$ cat src/sv/bf_pkg.sv
package bf_pkg;

	localparam logic [1:0] FUNC_RANGE   = 2'd0;
	localparam logic [1:0] FUNC_SPATIAL = 2'd1;
	localparam logic [1:0] FUNC_PIXEL   = 2'd2;

	localparam int CFG_IDX_W  = 2;
	localparam int CFG_DATA_W = 11;
	localparam logic [CFG_IDX_W-1:0] CFG_WIDTH  = 2'd0;
	localparam logic [CFG_IDX_W-1:0] CFG_HEIGHT = 2'd1;
	localparam logic [CFG_DATA_W-1:0] RESET_WIDTH  = 11'd640;
	localparam logic [CFG_DATA_W-1:0] RESET_HEIGHT = 11'd480;

	// wide enough for an 11-bit register and for a size up to 4096
	localparam int SIZE_CMP_W = 13;
	localparam int QUO_W      = 12;

	typedef struct packed {
		logic [1:0]  func;
		logic [7:0]  table_index;
		logic [15:0] weight_value;
		logic [7:0]  pixel;
	} in_item_t;

	typedef struct packed {
		logic [11:0] filtered_value;
		logic [9:0]  out_row;
		logic [9:0]  out_col;
	} out_item_t;

	typedef enum logic [1:0] {
		KIND_RANGE,
		KIND_SPATIAL,
		KIND_PIXEL
	} kind_t;

	typedef struct packed {
		kind_t       kind;
		logic [7:0]  index;
		logic [15:0] weight;
		logic [7:0]  pixel;
	} q_item_t;

	typedef struct packed {
		logic [CFG_DATA_W-1:0] width;
		logic [CFG_DATA_W-1:0] height;
	} frame_size_t;

	typedef enum logic [2:0] {
		ST_CLEAR,
		ST_IDLE,
		ST_READ,
		ST_SHIFT,
		ST_ACC,
		ST_DRAIN,
		ST_DIV,
		ST_OUT
	} state_t;

endpackage

$ cat src/sv/bf_front.sv
module bf_front #(
	parameter int DIAMETER = 5
) (
	input  logic              clk,
	input  logic              arst_n,
	input  logic              in_valid,
	output logic              in_ready,
	input  bf_pkg::in_item_t  in_data,
	output logic              q_valid,
	output bf_pkg::q_item_t   q_item,
	input  logic              q_pop
);

	localparam int NW = DIAMETER * DIAMETER;

	bf_pkg::q_item_t ent_q [2];
	logic            wp_q, rp_q;
	logic [1:0]      cnt_q;
	logic            keep, push;
	bf_pkg::q_item_t cls;

	// classify; func 3 and out-of-table spatial writes are dropped here
	always_comb begin
		cls.index  = in_data.table_index;
		cls.weight = in_data.weight_value;
		cls.pixel  = in_data.pixel;
		cls.kind   = bf_pkg::KIND_PIXEL;
		keep       = 1'b0;
		case (in_data.func)
			bf_pkg::FUNC_RANGE: begin
				cls.kind = bf_pkg::KIND_RANGE;
				keep     = 1'b1;
			end
			bf_pkg::FUNC_SPATIAL: begin
				cls.kind = bf_pkg::KIND_SPATIAL;
				keep     = int'(in_data.table_index) < NW;
			end
			bf_pkg::FUNC_PIXEL: begin
				cls.kind = bf_pkg::KIND_PIXEL;
				keep     = 1'b1;
			end
			default: begin
				keep = 1'b0;
			end
		endcase
	end

	assign in_ready = (cnt_q != 2'd2);
	assign push     = in_valid && in_ready && keep;
	assign q_valid  = (cnt_q != 2'd0);
	assign q_item   = ent_q[rp_q];

	always_ff @(posedge clk) begin
		if (push) begin
			ent_q[wp_q] <= cls;
		end
	end

	always_ff @(posedge clk or negedge arst_n) begin
		if (!arst_n) begin
			wp_q  <= 1'b0;
			rp_q  <= 1'b0;
			cnt_q <= 2'd0;
		end else begin
			if (push) begin
				wp_q <= ~wp_q;
			end
			if (q_pop) begin
				rp_q <= ~rp_q;
			end
			cnt_q <= cnt_q + 2'(push) - 2'(q_pop);
		end
	end

endmodule

$ cat config.mk
export PLATFORM = sky130hd
export DESIGN_NAME = bf_front
export DESIGN_NICKNAME = d
export VERILOG_FILES = /design/src/sv/bf_pkg.sv /design/src/sv/bf_front.sv
export SDC_FILE = /design/constraint.sdc
export NUM_CORES = 1
export LEC_CHECK = 0
export ABC_AREA = 1
export BUFFER_PORTS_ARGS = -buffer_cell sky130_fd_sc_hd__buf_2
export CAP_MARGIN = 30
export CORE_MARGIN = 2
export CORE_UTILIZATION = 45
export CTS_BUF_LIST = sky130_fd_sc_hd__clkbuf_4 sky130_fd_sc_hd__clkbuf_8
export DETAILED_ROUTE_END_ITERATION = 12
export PLACE_DENSITY = 0.7
export SETUP_SLACK_MARGIN = 0.5
export SYNTH_ARGS = -nofsm -noshare
export SYNTH_HDL_FRONTEND = slang
export SYNTH_SLANG_ARGS = --single-unit
$ cat constraint.sdc
create_clock -name clk -period 2.85 [get_ports clk]
set_clock_uncertainty 0.05 [all_clocks]
set_input_delay 0.1425 -clock clk [delete_from_list [all_inputs] [get_ports clk]]
set_output_delay 0.1425 -clock clk [all_outputs]
set_load 0.1 [all_outputs]
## Word level (Yosys, flattened, before mapping)

Memories as Yosys holds them, arrays and structs flattened.
Index checks and enable logic that the tools add are counted.

- Flip-flop bits (word level): 4
- Bits in writable memories: 68
- Input port bits: 38
- Output and inout port bits: 36
- Logic and storage cells: 21
- Memories kept: 1

- Add/sub/neg operators: 2
- Order comparisons: 1
- Equal/unequal tests: 3
- Mux-type cells: 4
- Bitwise gates (word level): 2
- Reduce and logical (&&, ||, !) cells: 5

Memory list:

| memory | depth | width | rd ports | clocked after Yosys merged registers in | wr ports | RTL line | source |
|---|---|---|---|---|---|---|---|
| ent_q | 2 | 34 | 1 | 0 | 1 | bf_front.sv:16 | `bf_pkg::q_item_t ent_q [2];` |

Operator list:

| kind | number |
|---|---|
| $lt 8x5->1 const B | 1 |
| $pmux 2 s2 | 1 |
| $add 2x1->2 | 1 |
| $eq 2x1->1 const B | 1 |
| $eq 2x2->1 const B | 1 |
| $logic_and 1x1->1 | 2 |
| $logic_not 2->1 | 1 |
| $mux 1 | 2 |
| $ne 2x2->1 const B | 1 |
| $not 1->1 | 2 |
| $pmux 1 s2 | 1 |
| $reduce_bool 2->1 | 1 |
| $reduce_or 2->1 | 1 |
| $sub 2x1->2 | 1 |

## Logic depth before layout (Yosys ltp)

Gate-level depths: netlist (run 1).

- Depth after elaboration: 6
- Mapped depth: 10
- Depth with buffers taken out: 10

## Least setup slack after synthesis (run 1)

No wires, ideal clock.

- Path type: reg2reg
- Start point: register cnt_q[1]
- End point: memory ent_q[1][0] (netlist bit), enable pin
- Arrival time: 2.170 ns
- Setup slack: 0.205 ns
- Cell stages (with the launch flop): 4
- Path buffers: 0
- Cell sequence: dfrtp_1 a21boi_0 nand2_1 nor2_1

- Longest elaborated chain between the ends: 5

RTL lines:

| what | RTL line | source |
|---|---|---|
| start, declared | bf_front.sv:18 | `logic [1:0] cnt_q;` |
| start signal, assigned | bf_front.sv:71 | `cnt_q <= cnt_q + 2'(push) - 2'(q_pop);` |
| $ne 2x2->1 | bf_front.sv:48 | `assign in_ready = (cnt_q != 2'd2);` |
| $logic_and 1x1->1 (2 in a row) | bf_front.sv:49 | `assign push = in_valid && in_ready && keep;` |
| $mux 1 | bf_front.sv:54 | `if (push) begin` |
| $mux 1 (not written as such) | bf_front.sv:55 | `ent_q[wp_q] <= cls;` |
| end, declared | bf_front.sv:16 |  |

Every way passes these cells.

==> impl_results.md, run 1 <==
- Pin count of the biggest net entering global routing: 24
- Worst reg-to-reg path cell count: 4
- Yosys reg bits: 72
- R2R Setup Slk: 0.96 ns
- Top_reg_cell synth: edfxtp_1
- Pins Over Slew Limit: 0
- IO Port Bufs: 73
- Setup-failing EPs final: 0
- DR pass1 iterations: 4
- Die width: 84.0 µm
- DRC errors left: 0
- Most frequent cells after synthesis: edfxtp_1 (68), mux2_4 (29), inv_1 (11), nand2_1 (11), mux2_2 (5)
- Seq/Total Area, Yosys: 74.5%
- Die ar.: 7050 µm²
- TritonCTS buffer count: 9
- Post-CTS setup buffer count: 0
- Number of DRC markers in iteration 0: 45
- Top Metal Used: met4
- Synth Warn #: 0
- RR Startpoint: cnt_q[1]
- CP startpoint kind: flop
- Post-DP HPWL: 3020 µm
- Area share of fa/ha/maj cells after synthesis: 0.870%
- TritonCTS Sinks: 72
- Mux contribution to synthesized area: 17.1%
- Seq. cell area: 2150 µm²
- Post-Syn Nets: 185
- Util after Layout: 61.9%
- Worst slew margin: 67.2%
- CTS Root Buffer Type: clkbuf_8
- Post-synthesis simple-gate area fraction: 2.35%
- Layout cells sized above 1: 48.5%
- Fin crit share: 73.2%
- Drt total wl: 4740 µm
- Wirelength per Cell: 13.7 µm
- Routed vias: 1569
- Hold worst-path end: wp_q
- Core Region: 6280 µm²
- Post-DRT Antenna Nets: 0
- Most common cell in the netlist: edfxtp_1
- Antenna Cells: 0
- Critical path, cell by cell: buf_4, mux2_4, buf_2
- Top cell type by total area after synthesis: edfxtp_1
- Delay of the slowest critical-path stage: 0.69 ns
- Number of synthesized flops with an enable pin: 68
- Io pins: 74
- Post-synthesis cell area: 2880 µm²
- Total negative slack: 0 ns
- M1 WL: 2040 µm
- Clock transition at the registers of the reported paths: 0.07 ns
- P&R area growth vs syn: 35.1%
- Compound-Gate Fraction of Synth Area: 0.261%
- RSZ-0062 raised after global routing: no
- Fmax: 0.479 GHz
- Cell Rows: 29
- H-tree depth: 3
- Die Span Y: 84.0 µm
- Layout net count: 305
- MaxCap Viol Count: 0
- Xor/xnor share of the synthesized area: 0.913%
- Initial antenna violation count: 0
- First-pass GRT wire length: 7310 µm
- Slowest stage cell, crit path: dfrtp_4
- Crit path DAT: 1.89 ns
- Worst-margin pin slew: 0.492 ns
- Vias in the first global route: 1571
- Global route overflow: 0
- Reg2reg end: ent_q[0][7]
- Hold/Removal Path Class: in2reg
- CP max FO: 23
- Result of the run: complete, no violations
- Required time of the critical path: 2.66 ns
- Clk_lat worst skew: 0.32 ns
- RePlAce Congestion: 0.673
- Average cell area after synthesis: 19.8 µm²
- Final Hold Vio Count: 0
- Initial core utilization: 45.8%
- Tmin final: 2.09 ns
- CTS tree: built
- FILL cells: 454
- Via-to-Cell Ratio: 4.52
- Multi-input logic area: 626 µm²
- Largest family of logic cells by synthesized area: multiplexers
- Gr usage total: 13.9%
- CTS Buffer Depth: 2
- Hold Path Stages: 4
- Synth cell types: 16
- Worst Hold Launch: in_data[32]
- Post-synth ARST share: 5.56%
- Crit end category: output port
- Crit Path Category: reg2out
- WL met3: 284 µm
- Synth area leaders: edfxtp_1 (71%), mux2_4 (15%), dfrtp_1 (3.5%)
- Post-Synthesis Cells: 145
- Top-area cell type share of the netlist area: 71.0%
- Met2 routed WL: 2390 µm
## metrics by stage
step | setup slack, ns | cells | area [µm²] | hold WS (ns)
after global routing | 0.645 | 347 | 3880 | 0.109
after detailed placement | 0.908 | 296 | 3320 | -0.0941
after global placement | 0.927 | 296 | 3320 | -0.0962
after CTS | 0.538 | 347 | 3880 | 0.0749
final | 0.763 | 347 | 3880 | 0.0865
after floorplan | 0.761 | 145 | 2880 | -0.203
## worst max path at each step
stage / cells past startpoint / start / end
after floorplan: 3 / cnt_q[1] / ent_q[1][0]
after global placement: 3 / rp_q / q_item[32]
after detailed placement: 3 / rp_q / q_item[32]
after CTS: 3 / rp_q / q_item[32]
after global routing: 10 / in_data[25] / ent_q[0][7]
final: 3 / rp_q / q_item[32]
## worst max-delay path: cells and delay by family, from the launching register on
kind,cells,cell delay [ns]
buffers and inverters,2,0.57
DFF,1,0.69
muxes,1,0.31
## logic make-up (layout without fill, tap and decap cells)
logic type,after synthesis,in the layout
AO/OA/AOI/OAI,1,1
XOR/XNOR,3,3
adder cells (fa/ha/maj),2,2
buffers and inverters,16,141
flip-flops,72,72
multiplexers,34,34
AND/OR/NAND/NOR,17,17
## routing by layer
metal	track usage, %	vias to the layer above
met5	0	-
met4	3.96	0
met3	5.44	6
met2	23.1	57
met1	17.0	731
li1	-	775
## cell usage in the layout, fill, tap and decap left out, drive strengths merged
cell type     n
xnor2         2
edfxtp       68
clkinv        2
mux2         34
nor2          4
or2           1
ha            2
xor2          1
clkinvlp      2
a21boi        1
bufinv        2
nand3         1
clkbuf       10
dlygate4sd3  35
buf          79
inv          11
dfrtp         4
nand2        11
## what timing repair did
item                                    in CTS  in global routing
endpoints found under the setup margin       0                  1
hold buffers                                35                  0
gates resized for setup                      0                  1
hold endpoints to repair                    71                  0
## registers in the layout, indices dropped and copies added (netlist names)
name   cells
ent_q     68
cnt_q      2
rp_q       1
wp_q       1
## cell type report
class	instances	area share, %
clock buffers	10	3.38
multi-input cells	57	16.1
well taps	77	2.48
inverters	11	1.06
repair buffers	114	19.6
clock inverters	6	2.16
flip-flops and latches	72	55.2
Power of run 1 is not shown: default switching activity piles up to over one toggle a cycle in this logic, so the estimate is an artifact.
==> run 2, diff against run 1 <==
Clock period 2.85 ns to 2.1 ns, I/O delays scaled along.
==> impl_results.md, run 2 (synthesis gave the netlist of run 1 again) <==
- Result of the run: complete, no violations
- Routed vias: 1645 (+4.8%)
- Fin crit share: 82.9%
- Final Hold Vio Count: 0 (unchanged)
- Fmax: 0.575 GHz
- Post-DRT Antenna Nets: 0 (unchanged)
- Total negative slack: 0 ns (unchanged)
- DRC errors left: 0 (unchanged)
- Via-to-Cell Ratio: 4.63 (+2.5%)
- Worst vdd ir: 1320 µV
- TritonCTS Sinks: 72 (unchanged)
- Gr usage total: 17.3% (+3.4 points)
- Top Metal Used: met4
- Number of DRC markers in iteration 0: 36 (-20%)
- Die width: 84.0 µm (unchanged)
- Crit path DAT: 1.59 ns (-0.30 ns)
- P&R area growth vs syn: 59.3%
- Power density cells: 1670 nW/µm²
- CTS tree: built
- Required time of the critical path: 1.95 ns (-0.71 ns)
- Top Registers: ent_q x68, cnt_q x2
- Biggest register: ent_q
- Crit end category: output port
- Max reg flops: 68 (unchanged)
- Setup-failing EPs final: 0 (unchanged)
- Vias in the first global route: 1831 (+17%)
- CTS Buffer Depth: 2 (unchanged)
- Final instance area: 4580 µm² (+18%)
- Pins Over Slew Limit: 0 (unchanged)
- Initial core utilization: 45.8% (unchanged)
- CP startpoint kind: flop
- Final std cells w/o fill: 355 (+2.3%)
- Most common cell after layout, fill and taps aside: edfxtp_1
- RSZ-0062 raised after global routing: yes
- WL met3: 247 µm (-13%)
- Tmin final: 1.74 ns
- Clock transition at the registers of the reported paths: 0.07 ns (about the same)
- M1 WL: 2190 µm (+7.5%)
- Wirelength per Cell: 15.9 µm (+16%)
- TritonCTS buffer count: 9 (unchanged)
- Initial antenna violation count: 0 (unchanged)
- CTS Root Buffer Type: clkbuf_8
- IO Port Bufs: 73 (unchanged)
- Pin count of the biggest net entering global routing: 25 (+4.2%)
- Layout net count: 313 (+2.6%)
- Clk_lat worst skew: 0.34 ns (+0.02 ns)
- Global route overflow: 0 (unchanged)
- DR pass1 iterations: 4 (unchanged)
- Core Region: 6280 µm² (unchanged)
- Die ar.: 7050 µm² (unchanged)
- Io pins: 74 (unchanged)
- H-tree depth: 3 (unchanged)
- Crit Path Category: reg2out
- MaxCap Viol Count: 0 (unchanged)
- Layout cells sized above 1: 51.4% (+2.9 points)
- RePlAce Congestion: 0.689 (+2.4%)
- Drt total wl: 5650 µm (+19%)
- DP Area: 3330 µm² (+0.26%)
- First-pass GRT wire length: 9100 µm (+25%)
- Total Power: 7670 µW
- Cells after DPL: 295 (-0.34%)
- FILL cells: 376 (-17%)
- Met2 routed WL: 3130 µm (+31%)
- CP max FO: 7 (-70%)
- Die Span Y: 84.0 µm (unchanged)
- Most frequent cells in the layout: edfxtp_1 (68), buf_2 (39), dlygate4sd3_1 (35)
- Pleak: 0.00190 µW
- Cell Rows: 29 (unchanged)
- Antenna Cells: 0 (unchanged)
- Hold/Removal Path Class: in2reg
- Worst slew margin: 67.8% (+0.64 points)
- Post-DP HPWL: 3120 µm (+3.3%)
- Worst-margin pin slew: 0.486 ns (-0.00574 ns)
run 2: layout make-up:
cell class              count  area, µm²  share of cell area [%]
flip-flops and latches     72       2140                    46.8
well taps                  77       96.3                    2.10
clock buffers              10        138                    3.00
inverters                  11       45.0                   0.983
clock inverters             6        130                    2.84
repair buffers            122       1390                    30.3
multi-input cells          57        643                    14.0
run 2: report_power, final:
part / internal [µW] / total [µW] / leakage, µW / switching, µW
logic: 1700 / 4350 / 0.00110 / 2650
registers: 1810 / 1890 / 0.000668 / 83.8
clock network: 937 / 1430 / 0.000136 / 490
total: 4440 / 7670 / 0.00190 / 3220
run 2: path summary, 6_finish.rpt:
| check | start | end | slack (ns) | cells past startpoint |
|---|---|---|---|---|
| setup / recovery | rp_q | q_item[32] | 0.36 | 4 |
| hold / removal | in_data[33] | ent_q[0][32] | 0.04 | 2 |
| setup reg to reg | cnt_q[1] | cnt_q[1] | 0.60 | 6 |
| hold reg to reg | wp_q | wp_q | 0.46 | 2 |
| max in group asynchronous | arst_n | rp_q | 1.82 | 2 |
| min in group asynchronous | arst_n | cnt_q[0] | 0.05 | 2 |
run 2: repair_timing:
| action | 4_1_cts | 5_1_grt |
|---|---|---|
| setup endpoints to repair | 83 | 79 |
| gates resized for setup | 126 | 12 |
| hold buffers | 35 | 0 |
| hold endpoints to repair | 71 | 0 |
| buffers inserted | 4 | 2 |
| gates cloned | 3 | 0 |
run 2: routing by layer:
layer | up-vias | global-route usage (%)
met2 | 48 | 30.6
met3 | 9 | 4.45
met4 | 0 | 6.30
met1 | 795 | 20.4
li1 | 793 | -
met5 | - | 0
run 2: stage by stage:
stage | utilization (%) | hold WS, ns | setup slack [ns]
2_1_floorplan | - | -0.241 | 0.414
3_3_place_gp | 53.0 | -0.134 | 0.502
3_5_place_dp | 53.0 | -0.132 | 0.445
4_1_cts | 72.1 | 0.0146 | 0.330
5_1_grt | 73.0 | 0.0301 | 0.294
6_report | 73.0 | 0.0449 | 0.360
run 2: critical path, cell delays in order, from the launching register on:
cell and delay [ns]:
dfrtp_2 0.45, buf_6 0.15, buf_16 0.14, mux2_4 0.32, buf_12 0.17
(Power assumes the default switching activity.)
==> run 3, diff against run 2 <==
Clock period 2.1 ns to 1.65 ns, I/O delays scaled along.
==> impl_results.md, run 3 (synthesis gave the netlist of run 1 again) <==
- Flop pwr share: 25.8% (+1.2 points)
- Io pins: 74 (unchanged)
- CP startpoint kind: flop
- Final Hold Vio Count: 0 (unchanged)
- Antenna Cells: 0 (unchanged)
- Biggest register: ent_q
- Global route overflow: 0 (unchanged)
- DR pass1 iterations: 4 (unchanged)
- Reg2reg end: cnt_q[1]
- Most common cell after layout, fill and taps aside: edfxtp_1
- RSZ-0062 raised after global routing: yes
- Util after Layout: 77.0% (+4.0 points)
- Internal: 5290 µW (+19%)
- CP endpoint: q_item[17]
- TritonCTS Sinks: 72 (unchanged)
- P&R area growth vs syn: 68.0%
- Layout cells sized above 1: 54.7% (+3.3 points)
- DP Area: 3930 µm² (+18%)
- Gr usage total: 16.7% (-0.68 points)
- CTS tree: built
- Die ar.: 7050 µm² (unchanged)
- Die width: 84.0 µm (unchanged)
- Worst-margin pin slew: 0.286 ns (-0.201 ns)
- Switch Pwr: 4110 µW (+28%)
- Worst slew margin: 80.8% (+13 points)
- Clock power share: 11.6% (-7.0 points)
- Crit path DAT: 1.51 ns (-0.08 ns)
- MaxCap Viol Count: 0 (unchanged)
- Hold slack: 0.0366 ns (-0.00829 ns)
- RePlAce Congestion: 0.682 (-1.0%)
- Hold/Removal Path Class: in2async
- IO Port Bufs: 73 (unchanged)
- Worst vdd ir: 1350 µV (+2.2%)
- Core Region: 6280 µm² (unchanged)
- Routed vias: 1718 (+4.4%)
- Power density cells: 1950 nW/µm² (+16%)
- Most frequent cells in the layout: edfxtp_1 (68), buf_12 (45), buf_2 (37)
- Pins Over Slew Limit: 0 (unchanged)
- H-tree depth: 3 (unchanged)
- Top Registers: ent_q x68, cnt_q x2
- TritonCTS buffer count: 9 (unchanged)
- Max reg flops: 68 (unchanged)
- Wirelength per Cell: 15.7 µm (-1.1%)
- CTS Root Buffer Type: clkbuf_8
- RR Startpoint: cnt_q[0]
- Initial antenna violation count: 0 (unchanged)
- Result of the run: complete, no violations
- Fin crit share: 99.4%
- Pleak: 0.00198 µW (+4.4%)
- Post-DRT Antenna Nets: 0 (unchanged)
- Total negative slack: 0 ns (unchanged)
- Cell Rows: 29 (unchanged)
- Setup-failing EPs final: 0 (unchanged)
- Layout net count: 324 (+3.5%)
- First-pass GRT wire length: 8790 µm (-3.4%)
- Crit Path Category: reg2out
- Crit path from: rp_q
- Number of DRC markers in iteration 0: 73 (+100%)
- CTS Buffer Depth: 2 (unchanged)
- Switching share of power: 43.7% (+1.7 points)
- Logic pwr share: 62.6% (+5.9 points)
- Total Power: 9410 µW (+23%)
- Die Span Y: 84.0 µm (unchanged)
- Vias in the first global route: 1829 (-0.11%)
- Initial core utilization: 45.8% (unchanged)
- Fmax: 0.610 GHz
- CP max FO: 18 (+11)
- DRC errors left: 0 (unchanged)
- Tmin final: 1.64 ns
- Via-to-Cell Ratio: 4.72 (+1.9%)
- Crit end category: output port
- Required time of the critical path: 1.52 ns (-0.43 ns)
- Worst reg-to-reg path cell count: 8 (+2)
- FILL cells: 335 (-11%)
- Clock transition at the registers of the reported paths: 0.07 ns (about the same)
- Drt total wl: 5720 µm (+1.4%)
- Pin count of the biggest net entering global routing: 19 (-24%)
- Clk_lat worst skew: 0.33 ns (about the same)
- Final instance area: 4830 µm² (+5.5%)
- R2R Setup Slk: 0.04 ns (-0.56 ns)
run 3: routing by layer:
metal / GRT usage, % / vias to the layer above / share of wire [%]
li1: - / 813 / -
met1: 18.9 / 833 / 39
met2: 29.4 / 60 / 55
met3: 4.06 / 12 / 4.5
met4: 7.92 / 0 / 1.9
met5: 0 / - / 0
run 3: worst min-delay path by stage:
stage | start | to | slack [ns] | cells past startpoint
finish | arst_n | cnt_q[0] | 0.04 | 2
CTS | arst_n | cnt_q[0] | 0.02 | 2
global route | arst_n | cnt_q[0] | 0.03 | 2
global placement | arst_n | cnt_q[0] | -0.16 | 1
detailed placement | arst_n | cnt_q[0] | -0.16 | 1
floorplan | arst_n | cnt_q[0] | -0.26 | 0
run 3: cell type report:
| cell class | instances | area, µm² | area share (%) |
|---|---|---|---|
| clock buffer | 11 | 139 | 2.87 |
| clock inverter | 3 | 11.3 | 0.233 |
| inverter | 11 | 45.0 | 0.932 |
| multi-input combinational | 57 | 708 | 14.7 |
| sequential | 72 | 2140 | 44.4 |
| tap | 77 | 96.3 | 1.99 |
| timing repair buffer | 133 | 1690 | 34.9 |
run 3: per-stage QoR:
stage / setup WS, ns / cells
after floorplan: -0.0311 / 145
final: 0.0104 / 364
after global routing: -0.0431 / 364
after detailed placement: 0.0387 / 296
after CTS: -0.0114 / 359
after global placement: 0.137 / 296
run 3: power groups by stage:
| stage | Clock [µW] | Sequential [µW] | Combinational (µW) |
|---|---|---|---|
| 6_report | 1090 | 2430 | 5890 |
| 5_1_grt | 1190 | 2450 | 6060 |
| 4_1_cts | 1120 | 2410 | 5770 |
| 3_5_place_dp | 0 | 2470 | 5240 |
| 3_3_place_gp | 0 | 2450 | 5210 |
| 2_1_floorplan | 0 | 2400 | 3690 |
run 3: worst max-delay path: stages, from the launching register on:
cell     delay (ns)
dfrtp_2        0.45
buf_12         0.21
mux2_4         0.33
buf_12         0.17
run 3: timing repair:
action                                 in CTS  in global routing
setup endpoints to repair                 106                107
hold buffers                               36                  0
pin swaps                                   7                  2
endpoints found under the hold margin      71                  0
resized for setup                          25                  5
gates cloned                                4                  3
setup buffers                               9                  2
